`src/rtl/core/bpfl_pkg.sv`:
```
// bpfl_pkg: types and constants shared by the buffer pool free list
// used by the interfaces, the stack cells, the register block, the top level and the checker
`default_nettype none

package bpfl_pkg;

  localparam int unsigned INDEX_W  = 8;
  localparam int unsigned BYTES_W  = 16;
  localparam int unsigned ACTIVE_W = 9;
  localparam int unsigned OFFSET_W = 24;
  localparam int unsigned COUNT_W  = 9;
  localparam int unsigned APB_W    = 32;
  localparam int unsigned PADDR_W  = 3;

  localparam logic [BYTES_W-1:0]  BUFFER_BYTES_RST   = 16'd64;
  localparam logic [ACTIVE_W-1:0] ACTIVE_BUFFERS_RST = 9'd256;

  typedef enum logic [0:0] {
    OP_ALLOC = 1'b0,
    OP_FREE  = 1'b1
  } opcode_t;

  typedef enum logic [1:0] {
    ST_OK        = 2'd0,
    ST_EMPTY     = 2'd1,
    ST_NOT_ALLOC = 2'd2,
    ST_RANGE     = 2'd3
  } status_t;

  typedef enum logic [0:0] {
    REG_BUFFER_BYTES   = 1'b0,
    REG_ACTIVE_BUFFERS = 1'b1
  } reg_idx_t;

  // shift control for every cell of the stack
  typedef struct packed {
    logic load;
    logic push;
    logic pop;
  } stack_ctl_t;

  // configuration seen by the datapath
  typedef struct packed {
    logic [BYTES_W-1:0] buffer_bytes;
    logic [COUNT_W-1:0] eff_count;
    logic               rebuild;
  } cfg_t;

endpackage

`default_nettype wire

```
`src/rtl/core/bpfl_cell.sv`:
```
// bpfl_cell: one entry of the shifting free stack
// depends on bpfl_pkg
`default_nettype none

module bpfl_cell import bpfl_pkg::*; (
  input  wire logic               clk,
  input  wire stack_ctl_t         ctl,
  input  wire logic [INDEX_W-1:0] home,
  input  wire logic [INDEX_W-1:0] from_above,
  input  wire logic [INDEX_W-1:0] from_below,
  output logic      [INDEX_W-1:0] value
);

  always_ff @(posedge clk) begin
    priority if (ctl.load) begin
      value <= home;
    end else if (ctl.push) begin
      value <= from_above;
    end else if (ctl.pop) begin
      value <= from_below;
    end
  end

endmodule

`default_nettype wire

```
`config.mk`:
```
export PLATFORM = sky130hd
export DESIGN_NAME = bpfl_cell
export DESIGN_NICKNAME = d
export VERILOG_FILES = /design/src/rtl/core/bpfl_pkg.sv /design/src/rtl/core/bpfl_cell.sv
export SDC_FILE = /design/constraint.sdc
export NUM_CORES = 1
export LEC_CHECK = 0
export ABC_AREA = 1
export BUFFER_PORTS_ARGS = -buffer_cell sky130_fd_sc_hd__buf_4
export CORE_AREA = 2 2 39 41
export DETAILED_ROUTE_END_ITERATION = 10
export DIE_AREA = 0 0 41 43
export PLACE_DENSITY_LB_ADDON = 0.05
export SETUP_SLACK_MARGIN = 0.2
export SLEW_MARGIN = 10
export SYNTH_ARGS = -nofsm -noshare
export SYNTH_HDL_FRONTEND = slang
export SYNTH_SLANG_ARGS = --single-unit
```
`constraint.sdc`:
```
create_clock -name clk -period 1.85 [get_ports clk]
set_clock_uncertainty 0.15 [all_clocks]
set_input_delay 0.0925 -clock clk [delete_from_list [all_inputs] [get_ports clk]]
set_output_delay 0.0925 -clock clk [all_outputs]
set_load 0.05 [all_outputs]
```
* Yosys cells after proc, flatten, opt, wreduce, memory -nomap -nowiden
Cells that the tools add are included.
** Storage, ports and cells
- Output and inout bits :: 8
- ROM bits :: 0
- Word-level logic and storage cells :: 5
- Bits in writable memories :: 0
- Input bits :: 28
- Register bits :: 8
- Latch bits :: 0
- Memories kept :: 0
** Operators by class
- Bitwise logic cells :: 0
- Reduce and logical (&&, ||, !) cells :: 1
- Add/sub/neg operators :: 0
- Shift operators :: 0
- Eq/ne operators :: 0
- Muxes and demuxes :: 3
- Div/mod/pow operators :: 0
- Magnitude comparators :: 0
- Multipliers :: 0
** Operator list (count)
- $mux W8 :: 3
- $reduce_bool A3 Y1 :: 1

* Logic depth before layout (Yosys ltp)
Gate-level depths: netlist of the first run.
- Word-level depth :: 3
- Gate-level depth with buffers :: 5
- Depth with buffers taken out :: 4

* Worst setup path before layout of the first run
Ideal clock, no wire load.
- Path kind :: input to register
- From :: input port ctl[2] (netlist name)
- To :: register value[0] (enable)
- Required time :: 1.371 ns
- Setup slack :: 0.894 ns
- Path buffers :: 1
- Setup time :: 0.329 ns
- Stages on the path :: 3
- Data arrival time :: 0.477 ns
- Cells stage by stage :: buf_6 -> clkinv_4 -> nand2_1
** On the way
- Word-level cells in the longest chain between the ends :: 1
** Ends and longest elaborated chain
- from (decl) :: line bpfl_cell.sv:7 : input wire stack_ctl_t ctl,
- $reduce_bool A3 Y1 (no line)
- to (signal assigned) :: line bpfl_cell.sv:16 : value <= home;
- to (signal assigned) :: line bpfl_cell.sv:18 : value <= from_above;
- to (signal assigned) :: line bpfl_cell.sv:20 : value <= from_below;
- to (decl) :: line bpfl_cell.sv:11 : output logic [INDEX_W-1:0] value
No other way between the ends.
A chain may end at the register's enable or synchronous reset.

* Worst setup path in the final report of the first run
- From :: input port home[7]
- To :: register value[7], data pin
** On the way
- Word-level cells in the longest chain between the ends :: 1
** Ends and longest elaborated chain
- from (decl) :: line bpfl_cell.sv:8 : input wire logic [INDEX_W-1:0] home,
- $mux W8 :: line bpfl_cell.sv:15 : priority if (ctl.load) begin
No other way between the ends.

==> impl_metrics.env, run 1 <==
export IMPL_post_dp_hpwl_um=821.1
export IMPL_largest_register_ff_count=8
export IMPL_cts_sink_count=8
export IMPL_slowest_delay_ps=550
export IMPL_die_h_um=43
export IMPL_arrival_ps=890
export IMPL_gate_count_after_technology_mapping=70
export IMPL_post_route_min_period_ps=1048
export IMPL_top_level_ports=36
export IMPL_post_synth_cell_area_avg_sq_um=7.293
export IMPL_ant_nets=0
export IMPL_drc_errors=0
export IMPL_synth_mux_area_fraction=0
export IMPL_largest_register_by_flop_count="value"
export IMPL_slowest_stage_cell_on_the_critical_path="dlygate4sd3_1"
export IMPL_initial_utilization=0.3689
export IMPL_route_layer_met1_wl_um=429
export IMPL_drt_iter0_markers=8
export IMPL_proportion_of_synthesized_chip_area_in_sequential_cells=0.4706
export IMPL_largest_registers="value: 8 flops"
export IMPL_setup_tns_final_ps=0
export IMPL_final_period_utilization=0.5663
export IMPL_port_buffer_count=35
export IMPL_report_final_slew_viol_count=0
export IMPL_yosys_area_share_adder=0
export IMPL_critical_path_endpoint_type="flop"
export IMPL_worstSetupStartpoint="home[7]"
export IMPL_clk_transition_reported_paths_ps=50
export IMPL_critical_path_cell_by_cell="dlygate4sd3_1, buf_4, nand2_1, nand2_1"
export IMPL_grt_pass1_vias=478
export IMPL_final_setup_viol_count=0
export IMPL_synth_simple_area_share=0.3333
export IMPL_ys_ff_latch=8
export IMPL_power_density_nw_per_um2=647.7
export IMPL_wl_met3_um=82
export IMPL_grt_pass1_wl_um=1842
export IMPL_design_die_area_sq_um=1763
export IMPL_min_delay_path_class="input port to flop"
export IMPL_setup_cp_type="input port to flop"
export IMPL_area_delta_synth_final_pct=71.08
export IMPL_yosys_cell_types_count=10
export IMPL_hold_path_startpoint="ctl[2]"
export IMPL_largest_net_degree_at_the_start_of_global_routing=11
export IMPL_kind_of_cell_adding_the_most_delay_to_the_critical_path="buffers and inverters"
export IMPL_die_w_um=41
export IMPL_mapped_nets=98
export IMPL_gp_congestion=0.7235
export IMPL_wire_length_per_cell_after_detailed_routing_um=8.508
export IMPL_drt_vias_per_instance=4.238
export IMPL_final_setup_worst_slack_ps=802.3
export IMPL_tritoncts="yes"
export IMPL_critical_path_n_buffers_inverters=2
export IMPL_pre_cts_ws_ps=751.7
export IMPL_worst_endpoint_required_ps=1700
export IMPL_timing_fmax_mhz=954.5
export IMPL_path_max_fanout=1
export IMPL_vdd_ir_drop_worst_mv=0.2112
export IMPL_layout_commonest_cell="buf_4"
export IMPL_synth_top_family_by_area="simple AND/OR/NAND/NOR gates"
export IMPL_std_cell_rows=14
export IMPL_cts_resized=0
export IMPL_timing_hold_ws_ps=64.05
export IMPL_most_common_layout_cells="buf_4, nand2_1, inv_1"
export IMPL_post_route_util=0.6311
export IMPL_grt_ovfl_total=0
export IMPL_via_total_after_detailed_routing=551
export IMPL_num_antenna_cells=0
export IMPL_power_leakage_nw=0.4938
export IMPL_grt_antenna_before_repair=0
export IMPL_cap_viol_max_count=0
export IMPL_numCtsBuffers=3
export IMPL_max_slew_worst_pin_slew_ps=327.2
export IMPL_status="complete, no violations"
export IMPL_drt_pre_antenna_iters=5
export IMPL_dr_max_layer_used="met4"
export IMPL_clk_path_buf_depth=2
export IMPL_wl_met2_um=577
export IMPL_drive_gt1_frac=0.4123
export IMPL_route_final_wire_length_um=1106
export IMPL_rsz_0062_raised_after_global_routing="false"
export IMPL_design_core_area_sq_um=1384
export IMPL_max_slew_margin_rel=0.7813
export IMPL_mappedNetlistArea_sq_um=510.5
export IMPL_cts_root_buf="clkbuf_4"
export IMPL_synth_xor_xnor_area_share=0
export IMPL_critPathLaunchType="input port"
export IMPL_yosysWarnings=0
export IMPL_htree_num_levels=1
export IMPL_synth_compound_area_frac=0
export IMPL_overall_routing_resource_usage=0.1542
export IMPL_critPathMostFrequentCell="nand2_1"
export IMPL_final_nets=144
export IMPL_final_hold_viol_count=0
==> per-layer routing <==
layer,global-route usage,up-vias
met4,0.1000,0
met1,0.1927,223
li1,-,296
met5,0,-
met3,0.01571,2
met2,0.2375,30
==> cells in the mapped netlist (all sizes together) <==
| master | count | area share |
|---|---|---|
| nand2 | 33 | 0.25 |
| inv | 17 | 0.13 |
| edfxtp | 8 | 0.47 |
| nand3 | 8 | 0.078 |
| buf | 2 | 0.044 |
| clkinv | 1 | 0.017 |
| nor2 | 1 | 0.0073 |
==> kinds of logic (layout without fill, tap and decap cells) <==
| family | count (synthesis) | count (layout) |
|---|---|---|
| flip-flops | 8 | 8 |
| buffers and inverters | 20 | 64 |
| AND/OR/NAND/NOR | 42 | 42 |
==> path summary, 6_finish.rpt <==
kind / endpoint / slack (ps) / cells past startpoint
worst max-delay path: value[7] / 800 / 4
worst min-delay path: value[0] / 60 / 3
==> through the flow <==
step	cells	cell area, sq um	power (W)
after global routing	130	873.3	0.0005937
after floorplan	70	510.5	0.0003546
after CTS	130	873.3	0.0005722
final	130	873.3	0.0005656
after global placement	119	770.7	0.0004309
after detailed placement	119	770.7	0.0004307
==> repair_timing <==
| item | 4_1_cts | 5_1_grt |
|---|---|---|
| setup buffers | 0 | 0 |
| endpoints found under the hold margin | 8 | 0 |
| hold buffers | 8 | 0 |
==> power breakdown <==
| part | switching [W] | leakage (nW) | total, W | internal (W) |
|---|---|---|---|---|
| combinational | 0.000123 | 0.396 | 0.000212 | 0.0000887 |
| clock | 0.0000510 | 0.0138 | 0.000125 | 0.0000737 |
| sequential | 0.00000474 | 0.0841 | 0.000229 | 0.000224 |
==> worst min-delay path: stages <==
cell	delay (ps)
buf_4	150
nand2_1	60
nand2_1	50
==> final cells by class <==
cell class                 count  area (sq um)
inverter                      18         77.57
fill                         143         510.5
timing repair buffer          43         342.8
multi-input combinational     42         170.2
clock buffer                   3         22.52
tap                           16         20.02
sequential                     8         240.2
Note: power is estimated with default switching activity, not from simulation.
==> run 2: changes to the inputs <==
--- a/config.mk
+++ b/config.mk
@@ -7,9 +7,9 @@
 export LEC_CHECK = 0
 export ABC_AREA = 1
 export BUFFER_PORTS_ARGS = -buffer_cell sky130_fd_sc_hd__buf_4
-export CORE_AREA = 2 2 39 41
+export CORE_MARGIN = 2
+export CORE_UTILIZATION = 35
 export DETAILED_ROUTE_END_ITERATION = 10
-export DIE_AREA = 0 0 41 43
 export PLACE_DENSITY_LB_ADDON = 0.05
 export SETUP_SLACK_MARGIN = 0.2
 export SLEW_MARGIN = 10
==> constraint.sdc (replaced) <==
create_clock -name clk -period 0.87 [get_ports clk]
set_clock_uncertainty 0.15 [all_clocks]
set_input_delay 0.0435 -clock clk [delete_from_list [all_inputs] [get_ports clk]]
set_output_delay 0.0435 -clock clk [all_outputs]
set_load 0.05 [all_outputs]
==> run 2 against run 1 <==
Compared with the run above:
- final area rose by 4.6%
- largest power group unchanged
- core utilization rose by 5.4 points
- final cell count is 6.9% lower
- clock power grew 130%
- largest cell class unchanged
- combinational power increased by 130%
- sequential share of layout area fell by 1.2 points
- clock-buffer cell count is the same
- critical path type is now flop to output pin
- flip-flop and latch count is the same
- the run now ends with negative hold slack, negative setup slack left
==> impl_metrics.env, run 2 (synthesized netlist as in run 1, its figures left out) <==
export IMPL_top_level_ports=36
export IMPL_port_buffer_count=35
export IMPL_critPathLaunchType="flop"
export IMPL_drc_errors=0
export IMPL_final_period_utilization=1.154
export IMPL_cap_viol_max_count=0
export IMPL_power_combinational_fraction=0.384
export IMPL_setup_cp_type="flop to output pin"
export IMPL_largest_register_by_flop_count="value"
export IMPL_std_cell_rows=13
export IMPL_power_leakage_nw=0.4967
export IMPL_drt_iter0_markers=5
export IMPL_dpl_cell_area_sq_um=860.8
export IMPL_design_die_area_sq_um=1780
export IMPL_clk_path_buf_depth=2
export IMPL_switching_share=0.3381
export IMPL_post_dp_hpwl_um=927.6
export IMPL_gp_congestion=0.6961
export IMPL_drt_vias_per_instance=4.223
export IMPL_slowest_stage_cell_on_the_critical_path="edfxtp_1"
export IMPL_setup_tns_final_ps=-976.9
export IMPL_total_power_w=0.001274
export IMPL_largest_net_degree_at_the_start_of_global_routing=11
export IMPL_final_area_sq_um=913.4
export IMPL_route_final_wire_length_um=1093
export IMPL_max_slew_margin_rel=0.8957
export IMPL_num_antenna_cells=0
export IMPL_most_common_layout_cells="buf_4, nand2_1, inv_1"
export IMPL_power_frac_seq=0.390
export IMPL_status="finished, violations left"
export IMPL_layout_commonest_cell="buf_4"
export IMPL_arrival_ps=810
export IMPL_timing_hold_ws_ps=-100.2
export IMPL_cts_root_buf="clkbuf_4"
export IMPL_max_slew_worst_pin_slew_ps=156.4
export IMPL_cts_setup_buffers=0
export IMPL_min_delay_path_class="input port to flop"
export IMPL_clk_transition_reported_paths_ps=50
export IMPL_wire_length_per_cell_after_detailed_routing_um=9.033
export IMPL_overall_routing_resource_usage=0.1505
export IMPL_vdd_ir_drop_worst_mv=0.5547
export IMPL_critical_path_endpoint_type="output pin"
export IMPL_drt_pre_antenna_iters=4
export IMPL_power_density_nw_per_um2=1395
export IMPL_largest_register_ff_count=8
export IMPL_dp_cells=118
export IMPL_report_final_slew_viol_count=0
export IMPL_numCtsBuffers=3
export IMPL_fillCellCount=120
export IMPL_critical_path_n_buffers_inverters=1
export IMPL_via_total_after_detailed_routing=511
export IMPL_layoutNonFillerInstCount=121
export IMPL_grt_antenna_before_repair=0
export IMPL_timing_fmax_mhz=996.3
export IMPL_final_setup_viol_count=8
export IMPL_final_hold_viol_count=16
export IMPL_area_delta_synth_final_pct=78.92
export IMPL_path_max_fanout=1
export IMPL_kind_of_cell_adding_the_most_delay_to_the_critical_path="flip-flops"
export IMPL_relative_contribution_of_the_clock_network_to_total_power=0.227
export IMPL_ant_nets=0
export IMPL_grt_ovfl_total=0
export IMPL_slowest_delay_ps=390
export IMPL_initial_utilization=0.3827
export IMPL_final_nets=136
export IMPL_die_w_um=42.19
export IMPL_grt_pass1_wl_um=1932
export IMPL_largest_registers="value: 8 flops"
export IMPL_drive_gt1_frac=0.6038
export IMPL_die_h_um=42.19
export IMPL_post_route_util=0.6848
export IMPL_final_setup_worst_slack_ps=-133.7
export IMPL_total_switching_power_w=0.0004306
export IMPL_design_core_area_sq_um=1334
export IMPL_critical_path_cell_by_cell="buf_6"
export IMPL_tritoncts="yes"
export IMPL_worst_endpoint_required_ps=680
export IMPL_rsz_0062_raised_after_global_routing="true"
export IMPL_post_route_min_period_ps=1004
export IMPL_htree_num_levels=1
export IMPL_grt_pass1_vias=483
export IMPL_failing_checks="negative hold slack, negative setup slack"
export IMPL_cellInternalPower_w=0.0008431
export IMPL_cts_sink_count=8
[run 2: cell types whose count changed in the layout (fill, tap and decap cells not counted), moves of 8 or more]
| cell | change |
|---|---|
| buf_4 | -8 |
| buf_6 | +8 |
| dlygate4sd3_1 | -8 |
| nand2_1 | -8 |
| nand3_1 | -8 |
| nand3_2 | +8 |
[run 2: layout make-up]
type                    instances  area, sq um  share of cell area
clock buffers                   3        22.52             0.02466
inverters                      18        87.58             0.09589
multi-input cells              42        251.5              0.2753
flip-flops and latches          8        240.2              0.2630
well taps                      15        18.77             0.02055
repair buffers                 35        292.8              0.3205
[run 2: repair_timing]
item	4_1_cts	5_1_grt
resized for setup	8	0
endpoints found under the setup margin	8	8
endpoints found under the hold margin	16	16
gates cloned	0	0
[run 2: metrics by stage]
| step | hold WS, ps | setup slack (ps) |
|---|---|---|
| 3_5_place_dp | 159.9 | 2.825 |
| 3_3_place_gp | 159.0 | 4.302 |
| 2_1_floorplan | 67.88 | 75.90 |
| 4_1_cts | -107.1 | -146.7 |
| 5_1_grt | -107.7 | -170.0 |
| 6_report | -100.2 | -133.7 |
[run 2: per-layer routing]
metal	vias to the layer above	routed length, um	share of wire	global-route usage
met5	-	0	0	0
met4	0	43	0.039	0.1500
met3	4	102	0.093	0.03879
met2	25	536	0.49	0.2462
met1	203	411	0.38	0.1489
li1	279	-	-	-
[run 2: worst paths after layout]
kind	slack (ps)	end	depth (start not counted)	start
setup / recovery	-130	value[2]	1	value[2]
hold / removal	-100	value[5]	3	home[5]
[run 2: power groups by stage]
stage | sequential (W) | clock [W] | combinational, W
after detailed placement | 0.000496 | 0 | 0.000466
final | 0.000496 | 0.000289 | 0.000489
after global placement | 0.000494 | 0 | 0.000462
after CTS | 0.000497 | 0.000301 | 0.000492
after global routing | 0.000501 | 0.000319 | 0.000522
after floorplan | 0.000656 | 0 | 0.000146
