--- config.mk ---
export PLATFORM = sky130hd
export DESIGN_NAME = bpfl_regs
export DESIGN_NICKNAME = d
export VERILOG_FILES = /design/src/rtl/core/bpfl_pkg.sv /design/src/rtl/core/bpfl_regs.sv
export SDC_FILE = /design/constraint.sdc
export NUM_CORES = 1
export LEC_CHECK = 0
export BUFFER_PORTS_ARGS = -buffer_cell sky130_fd_sc_hd__buf_2
export CORE_UTILIZATION = 29
export CTS_CLUSTER_SIZE = 25
export DETAILED_ROUTE_END_ITERATION = 7
export MAX_ROUTING_LAYER = met4
export PLACE_DENSITY = 0.7
export SKIP_LAST_GASP = 1
export SYNTH_ARGS = -nofsm -noshare
export SYNTH_HDL_FRONTEND = slang
export SYNTH_SLANG_ARGS = --single-unit
--- constraint.sdc ---
create_clock -name clk -period 0.85 [get_ports clk]
set_input_delay 0.0425 -clock clk [delete_from_list [all_inputs] [get_ports clk]]
set_output_delay 0.0425 -clock clk [all_outputs]
set_load 0.02 [all_outputs]
--- src/rtl/core/bpfl_pkg.sv ---
// bpfl_pkg: types and constants shared by the buffer pool free list
// used by the interfaces, the stack cells, the register block, the top level and the checker
`default_nettype none

package bpfl_pkg;

  localparam int unsigned INDEX_W  = 8;
  localparam int unsigned BYTES_W  = 16;
  localparam int unsigned ACTIVE_W = 9;
  localparam int unsigned OFFSET_W = 24;
  localparam int unsigned COUNT_W  = 9;
  localparam int unsigned APB_W    = 32;
  localparam int unsigned PADDR_W  = 3;

  localparam logic [BYTES_W-1:0]  BUFFER_BYTES_RST   = 16'd64;
  localparam logic [ACTIVE_W-1:0] ACTIVE_BUFFERS_RST = 9'd256;

  typedef enum logic [0:0] {
    OP_ALLOC = 1'b0,
    OP_FREE  = 1'b1
  } opcode_t;

  typedef enum logic [1:0] {
    ST_OK        = 2'd0,
    ST_EMPTY     = 2'd1,
    ST_NOT_ALLOC = 2'd2,
    ST_RANGE     = 2'd3
  } status_t;

  typedef enum logic [0:0] {
    REG_BUFFER_BYTES   = 1'b0,
    REG_ACTIVE_BUFFERS = 1'b1
  } reg_idx_t;

  // shift control for every cell of the stack
  typedef struct packed {
    logic load;
    logic push;
    logic pop;
  } stack_ctl_t;

  // configuration seen by the datapath
  typedef struct packed {
    logic [BYTES_W-1:0] buffer_bytes;
    logic [COUNT_W-1:0] eff_count;
    logic               rebuild;
  } cfg_t;

endpackage

`default_nettype wire

--- src/rtl/core/bpfl_regs.sv ---
// bpfl_regs: apb register block, buffer size and active buffer count
// depends on bpfl_pkg
`default_nettype none

module bpfl_regs import bpfl_pkg::*; #(
  parameter int unsigned CELLS = 256
) (
  input  wire logic               clk,
  input  wire logic               rst,
  input  wire logic               psel,
  input  wire logic               penable,
  input  wire logic               pwrite,
  input  wire logic [PADDR_W-1:0] paddr,
  input  wire logic [APB_W-1:0]   pwdata,
  output logic      [APB_W-1:0]   prdata,
  output logic                    pready,
  output cfg_t                    cfg
);

  localparam logic [COUNT_W-1:0] CELLS_C = COUNT_W'(CELLS);

  logic [BYTES_W-1:0]  buffer_bytes;
  logic [ACTIVE_W-1:0] active_buffers;
  logic [COUNT_W-1:0]  eff_count;
  logic [COUNT_W-1:0]  eff_next;
  logic                rebuild;
  logic                wr;
  reg_idx_t            sel;

  assign sel    = reg_idx_t'(paddr[2]);
  assign wr     = psel && penable && pwrite;
  assign pready = 1'b1;

  // zero counts as one, saturate at the stack size
  always_comb begin
    eff_next = pwdata[COUNT_W-1:0];
    if (eff_next == '0) begin
      eff_next = COUNT_W'(1);
    end else if (eff_next > CELLS_C) begin
      eff_next = CELLS_C;
    end
  end

  always_ff @(posedge clk) begin
    if (rst) begin
      buffer_bytes   <= BUFFER_BYTES_RST;
      active_buffers <= ACTIVE_BUFFERS_RST;
      eff_count      <= CELLS_C;
      rebuild        <= 1'b0;
    end else begin
      rebuild <= 1'b0;
      if (wr) begin
        unique case (sel)
          REG_BUFFER_BYTES: begin
            buffer_bytes <= pwdata[BYTES_W-1:0];
          end
          REG_ACTIVE_BUFFERS: begin
            active_buffers <= pwdata[ACTIVE_W-1:0];
            eff_count      <= eff_next;
            rebuild        <= 1'b1;
          end
          default: begin
          end
        endcase
      end
    end
  end

  always_comb begin
    unique case (sel)
      REG_BUFFER_BYTES:   prdata = APB_W'(buffer_bytes);
      REG_ACTIVE_BUFFERS: prdata = APB_W'(active_buffers);
      default:            prdata = '0;
    endcase
  end

  assign cfg.buffer_bytes = buffer_bytes;
  assign cfg.eff_count    = eff_count;
  assign cfg.rebuild      = rebuild;

endmodule

`default_nettype wire

; ---- Word level (Yosys, flattened, before mapping)
; Index checks and enable logic that the tools add are counted.
; W data, S select, Z words.
[op_classes]
n_mux = 4
n_lt_le_gt_ge = 1
n_reduce_logical = 6
bitwise_logic = 2
[ops]
columns = cell, count
row1 = $pmux W32 S2, 1
row2 = $mux W9, 2
row3 = $gt A9 B9 Y1 const B, 1
row4 = $logic_not A9 Y1, 1
row5 = $reduce_and A2 Y1, 2
row6 = $logic_and A1 B1 Y1, 2
row7 = $not A1 Y1, 2
row8 = $reduce_or A2 Y1, 1
row9 = $mux W1, 1
[totals]
output_inout_bits = 59
reg_bits = 35

; ---- Logic depth before layout (Yosys ltp)
; Gate-level depths: netlist of run 1.
[depth]
ltp_word = 4
ltp_mapped = 6
ltp_nobuf = 3

; ---- Worst setup path before layout of run 1
; No wires, ideal clock.
[synth_timing]
path_kind = input to register
from = in paddr[2]
to = reg active_buffers[8]
required_time_ns = 0.730
setup_slack_ns = -0.030
arrival_time_ns = 0.760
path_stages = 6
path_cell_list = buf_6 > and4_4 > buf_6 > buf_12 > a21oi_1 > nand2_1
[synth_via]
elab_chain_cells = 1
[synth_rtl]
columns = element, line
row1 = "start, declared", bpfl_regs.sv:13  ; input wire logic [PADDR_W-1:0] paddr,
row2 = $reduce_and A2 Y1 (no line), --
row3 = "end signal, assigned", bpfl_regs.sv:58  ; active_buffers <= pwdata[ACTIVE_W-1:0];
row4 = "end, declared", bpfl_regs.sv:23  ; logic [ACTIVE_W-1:0] active_buffers;
; No other way between the ends.
; A chain may end at the register's enable or synchronous reset.

; ---- Worst setup path after layout of run 1
[layout_timing]
from = reg buffer_bytes[1]
to = out prdata[1]
[layout_via]
elab_chain_cells = 1
[layout_rtl]
columns = element, line
row1 = "start, declared", bpfl_regs.sv:22  ; logic [BYTES_W-1:0] buffer_bytes;
row2 = "start signal, assigned", bpfl_regs.sv:55  ; buffer_bytes <= pwdata[BYTES_W-1:0];
row3 = $pmux W32 S2, bpfl_regs.sv:70  ; unique case (sel)
row4 = "end, declared", bpfl_regs.sv:15  ; output logic [APB_W-1:0] prdata,
; No other way between the ends. The select of a mux whose other input is x is not followed.

==> out/results.ini, run 1 <==
[critical_path]
critical_path_depth=2
endpoint_kind=output port
arrival_ns=1.01
critical-path-slowest-cell=dfxtp_2
cp_num_buf_inv=1
critPathCapture=prdata[1]
crit_chain=mux2_4 > buf_6
crit_required_ns=0.81
cpPeakStageDelay_ns=0.33
critical_path_class=reg2out
r2r_cells=4
r2r-end=buffer_bytes[6]$_SDFFE_PP1P_
reg2reg_slack_ns=0.06
critPathLaunchType=flop
crit_path_start=buffer_bytes[1]$_SDFFE_PP0P_
crit_family=flip-flops
critPathMaxFanout=2
rr_startpoint=buffer_bytes[6]$_SDFFE_PP1P_

[clock_network]
cts_tree=yes
cts_root_buffer=clkbuf_8
clock_latency_ns=0.28
cts.sinks=35
cts_buffer_depth=2
cts_inserted_buffers=5
cts.htree.levels=2
cts.clk_slew.worst_paths_ns=0.07

[sta]
final_max_slew_viol_count=0
grt_setup_unrepaired=yes
timing.hold.ws_ns=0.0269
finClkSkew_ns=0
setup_ws_ns=-0.202
final-setup-viol-count=25
fin_crit_sh=1.24
period_needed_ns=1.05
hold_violations=0
fmax_mhz=950

[synthesis]
yosysUniqueCellTypes=24
ys_ff_latch=35
avgSynthCellArea_um2=8.48
netlist_instances=192
synth_seq_area_share=0.430
synth_area_mm2=0.00163
synth_warnings=0

[status]
violations=negative setup slack
status=finished with violations

[drt]
drt-met1-wl_mm=1.98
top_layer_used=met4
ant_nets=0
vias_per_cell=4.43
vias=1607
routed_wl_mm=4.62
drc=0
wl_per_cell_um=12.7
drtPass1Iterations=4
dr.first_iter.drc_count=45
routed-wl-met3_um=263
wl_met2_mm=2.35

[place]
gp_congestion=0.787
port_buffers=63
placed_area_mm2=0.00207
dpl.hpwl_mm=3.05
pre_cts_slack_ns=-0.0702

[pwr]
vdd_drop_max_uv=727
p_per_area_mw_per_mm2=1380
power.total_w=0.00364
p_leak_nw=1.17

[floorplanning]
coreArea_mm2=0.00527
die_area_mm2=0.00592
start_util=0.309
dieWidth_um=76.9
num_io_pins=99
die_h_um=76.9
rows=26

[finish]
syn2layout_area_growth_pct=62.4
antenna_cells=0
stdcell_area_mm2=0.00264
final_common_cell=nand2_1
final_nets=332
fillers=495
final_util=0.502
drive_gt1_frac=0.539
layout_common_cells=nand2_1, buf_4, buf_6, a21oi_1, buf_2

[flow_run]
maxCapViolCount=0

[hold_path]
holdCritPathClass=in2reg

[global_route]
overflow=0
antenna_found_initial=0
grt_pass1_wl_mm=7.27
grt_max_degree=18
grt_pass1_vias=1559
grtUsageTotal=0.161

-- how the worst min path moves through the flow --
stage	end	depth (start not counted)	from	slack, ns
6_report	buffer_bytes[0]$_SDFFE_PP0P_	3	pwdata[0]	0.03
5_1_grt	active_buffers[0]$_SDFFE_PP0P_	3	pwdata[0]	0.03
4_1_cts	buffer_bytes[0]$_SDFFE_PP0P_	3	pwdata[0]	0.02
3_5_place_dp	buffer_bytes[12]$_SDFFE_PP0P_	3	pwdata[12]	0.29
3_3_place_gp	buffer_bytes[13]$_SDFFE_PP0P_	3	pwdata[13]	0.29
2_1_floorplan	buffer_bytes[6]$_SDFFE_PP1P_	2	pwdata[6]	0.16
-- power by group --
| part | total (W) | internal (W) | switching (W) |
|---|---|---|---|
| logic | 0.000616 | 0.000283 | 0.000333 |
| clock network | 0.00133 | 0.000740 | 0.000591 |
| registers | 0.00170 | 0.00168 | 0.0000200 |
-- cell families after synthesis --
kind of cell           Yosys count  share of synthesized area
AO/OA/AOI/OAI                   32                      0.119
buffers and inverters           31                      0.143
flip-flops                      35                      0.430
multiplexers                     9                     0.0623
other                            2                    0.00461
AND/OR/NAND/NOR                 83                      0.241
-- layer usage --
| layer | vias up | global-route usage |
|---|---|---|
| li1 | 794 | - |
| met1 | 752 | 0.183 |
| met2 | 57 | 0.272 |
| met3 | 4 | 0.0405 |
| met4 | 0 | 0.0558 |
| met5 | - | - |
-- through the flow --
step           TNS (ns)  cells
3_5_place_dp      -1.15    335
2_1_floorplan   -0.0605    207
5_1_grt           -3.59    363
4_1_cts           -2.96    359
6_report          -2.73    363
3_3_place_gp     -0.716    335
-- registers in the layout, summed over array words and instances (netlist names) --
name and flops:
buffer_bytes 16, active_buffers 9, eff_count 9, rebuild 1
-- worst reg2reg max path, delay by kind of cell, from the launching register on --
family                 cells  cell delay (ns)
DFF                        1             0.32
and+or+nand+nor            2             0.12
buffers and inverters      2             0.23
-- final cells by class --
cell class	count	area, um2	area share
clock buffers	8	100	0.0379
inverters	1	3.75	0.00142
multi-input cells	141	815	0.308
flip-flops and latches	35	727	0.275
well taps	70	87.6	0.0331
repair buffers	108	911	0.345
-- synthesized netlist by cell type --
master | number | area share
a21oi_1 | 23 | 0.071
a21oi_2 | 8 | 0.043
a221oi_1 | 1 | 0.0054
and4_4 | 1 | 0.0069
and4b_1 | 1 | 0.0061
buf_12 | 1 | 0.012
buf_2 | 2 | 0.0061
buf_4 | 20 | 0.092
buf_6 | 3 | 0.021
clkbuf_1 | 4 | 0.0092
conb_1 | 2 | 0.0046
dfxtp_1 | 35 | 0.43
inv_1 | 1 | 0.0023
mux2_2 | 9 | 0.062
nand2_1 | 57 | 0.13
nand2_2 | 2 | 0.0077
nand3_1 | 7 | 0.022
nand3b_1 | 1 | 0.0046
nand4_2 | 1 | 0.0077
nand4b_2 | 1 | 0.0092
nor2_1 | 2 | 0.0046
nor2b_1 | 7 | 0.027
nor3_2 | 1 | 0.0061
nor4_1 | 2 | 0.0077
-- what timing repair did --
action,in CTS,in global routing
resized for setup,69,39
hold buffers,7,0
setup buffers,9,6
hold endpoints to repair,7,0
setup endpoints to repair,28,40
No activity file was read; power rests on OpenSTA's default activity.
==> run 2, diff against run 1 <==
--- a/config.mk
+++ b/config.mk
@@ -11,6 +11,7 @@
 export DETAILED_ROUTE_END_ITERATION = 7
 export MAX_ROUTING_LAYER = met4
 export PLACE_DENSITY = 0.7
+export SKIP_CTS_REPAIR_TIMING = 1
 export SKIP_LAST_GASP = 1
 export SYNTH_ARGS = -nofsm -noshare
 export SYNTH_HDL_FRONTEND = slang
==> constraint.sdc (replaced) <==
create_clock -name clk -period 0.85 [get_ports clk]
set_input_delay 0.0425 -clock clk [delete_from_list [all_inputs] [get_ports clk]]
set_output_delay 0.0425 -clock clk [all_outputs]
set_load 0.01 [all_outputs]
==> run 2 against run 1 <==
The run still ends with negative setup slack left. Combinational power shrank 19%. First-iteration DRC count is 33% higher. Sequential share of layout area rose by 2.3 points. Worst hold slack got worse by 0.016 ns. Clock-buffer cell count decreased by 1. Utilization fell by 4.0 points. Routed wire length shrank 3.5%. Largest cell class is now multi-input gates.
==> out/results.ini, run 2 (synthesis results as in run 1) <==
[floorplanning]
dieWidth_um=76.9
rows=26
coreArea_mm2=0.00527
start_util=0.309
die_h_um=76.9
die_area_mm2=0.00592
num_io_pins=99

[clock_network]
clock_latency_ns=0.28
cts_buffer_depth=2
cts_root_buffer=clkbuf_8
cts.htree.levels=2
cts_inserted_buffers=5
cts.clk_slew.worst_paths_ns=0.07
cts.sinks=35
cts_tree=yes

[critical_path]
critPathLaunchType=flop
critical-path-slowest-cell=dfxtp_2
arrival_ns=1.01
crit_chain=mux2_2 > buf_6
critical_path_class=reg2out
endpoint_kind=output port
crit_required_ns=0.81
cpPeakStageDelay_ns=0.33
critPathMaxFanout=3

[finish]
top_register=buffer_bytes
multi_input_area_um2=792
final_nets=326
antenna_cells=0
seqCellArea_um2=724
syn2layout_area_growth_pct=49.6
layout_common_cells=nand2_1, buf_2, buf_4, a21oi_1, dfxtp_2
reg_top3=buffer_bytes x16, active_buffers x9, eff_count x9
final_common_cell=nand2_1
drive_gt1_frac=0.512
fillers=513
largest_register_ffs=16

[drt]
drc=0
dr.first_iter.drc_count=60
vias_per_cell=4.37
wl_per_cell_um=12.5
routed_wl_mm=4.46
drtPass1Iterations=4
vias=1559
ant_nets=0

[global_route]
grt_max_degree=18
overflow=0
grt_pass1_vias=1293
grtUsageTotal=0.142
antenna_found_initial=0
grt_pass1_wl_mm=6.38

[sta]
final_max_slew_viol_count=0
fmax_mhz=953
final-setup-viol-count=20
grt_setup_unrepaired=yes
setup_tns_ns=-2.18
hold_violations=0
setup_ws_ns=-0.199
period_needed_ns=1.05
fin_crit_sh=1.23
finClkSkew_ns=0

[hold_path]
holdCritPathClass=in2reg

[pwr]
vdd_drop_max_uv=576
p_leak_nw=1.11
p_per_area_mw_per_mm2=1370
power.total_w=0.00333

[status]
violations=negative setup slack
status=finished with violations

[place]
gp_congestion=0.754
dpl.hpwl_mm=3.00
port_buffers=63

[flow_run]
maxCapViolCount=0

run 2: cell count changes in the layout (fill, tap and decap cells not counted):
| cell | change |
|---|---|
| buf_12 | -1 |
| buf_2 | +25 |
| buf_4 | -18 |
| buf_6 | -12 |
| clkbuf_1 | +1 |
| clkbuf_8 | -2 |
| clkinv_2 | +1 |
| dfxtp_1 | +2 |
| dfxtp_2 | -2 |
| mux2_2 | +2 |
| mux2_4 | -2 |
| nor2b_1 | +2 |
| nor2b_4 | -2 |
run 2: stage by stage:
| stage | hold WS, ns | cells | instance area (um2) | worst slack, ns | utilization |
|---|---|---|---|---|---|
| finish | 0.0106 | 357 | 2430 | -0.199 | 0.462 |
| global route | 0.00820 | 357 | 2430 | -0.241 | 0.462 |
| CTS | -0.0115 | 340 | 2120 | -0.216 | 0.402 |
| detailed placement | 0.292 | 332 | 2040 | -0.0537 | 0.386 |
| global placement | 0.287 | 332 | 2040 | -0.0276 | 0.386 |
| floorplan | 0.163 | 207 | 1690 | -0.0302 | - |
run 2: worst paths after layout:
check / to / cells past startpoint / from / slack [ns]
hold / removal: buffer_bytes[0]$_SDFFE_PP0P_ / 3 / pwdata[0] / 0.01
hold reg to reg: active_buffers[8]$_SDFFE_PP1P_ / 2 / active_buffers[8]$_SDFFE_PP1P_ / 0.44
setup / recovery: prdata[3] / 2 / buffer_bytes[3]$_SDFFE_PP0P_ / -0.20
setup reg to reg: buffer_bytes[6]$_SDFFE_PP1P_ / 4 / buffer_bytes[6]$_SDFFE_PP1P_ / 0.05
run 2: per-layer routing:
metal / vias to the layer above / part of all wire / wire length (um) / GRT usage
met5: - / 0 / 0 / -
met4: 0 / 0.0047 / 21 / 0.0346
met3: 4 / 0.058 / 260 / 0.0488
met2: 62 / 0.51 / 2250 / 0.220
met1: 711 / 0.43 / 1920 / 0.177
li1: 782 / - / - / -
run 2: layout make-up:
cell class                 instances  area share
multi-input combinational        141       0.325
timing repair buffer             102       0.306
sequential                        35       0.298
tap                               70      0.0360
clock buffer                       7      0.0313
clock inverter                     1     0.00206
inverter                           1     0.00154
run 2: where the power goes:
part | internal (W) | leakage, nW | switching (W)
clock | 0.000574 | 0.0422 | 0.000562
sequential | 0.00168 | 0.292 | 0.0000193
combinational | 0.000243 | 0.774 | 0.000257
total | 0.00249 | 1.11 | 0.000839
run 2: worst max-delay path: cells and delay by family (launching register included):
family | cells | cell delay [ns]
muxes | 1 | 0.27
DFF | 1 | 0.33
buffers and inverters | 1 | 0.12
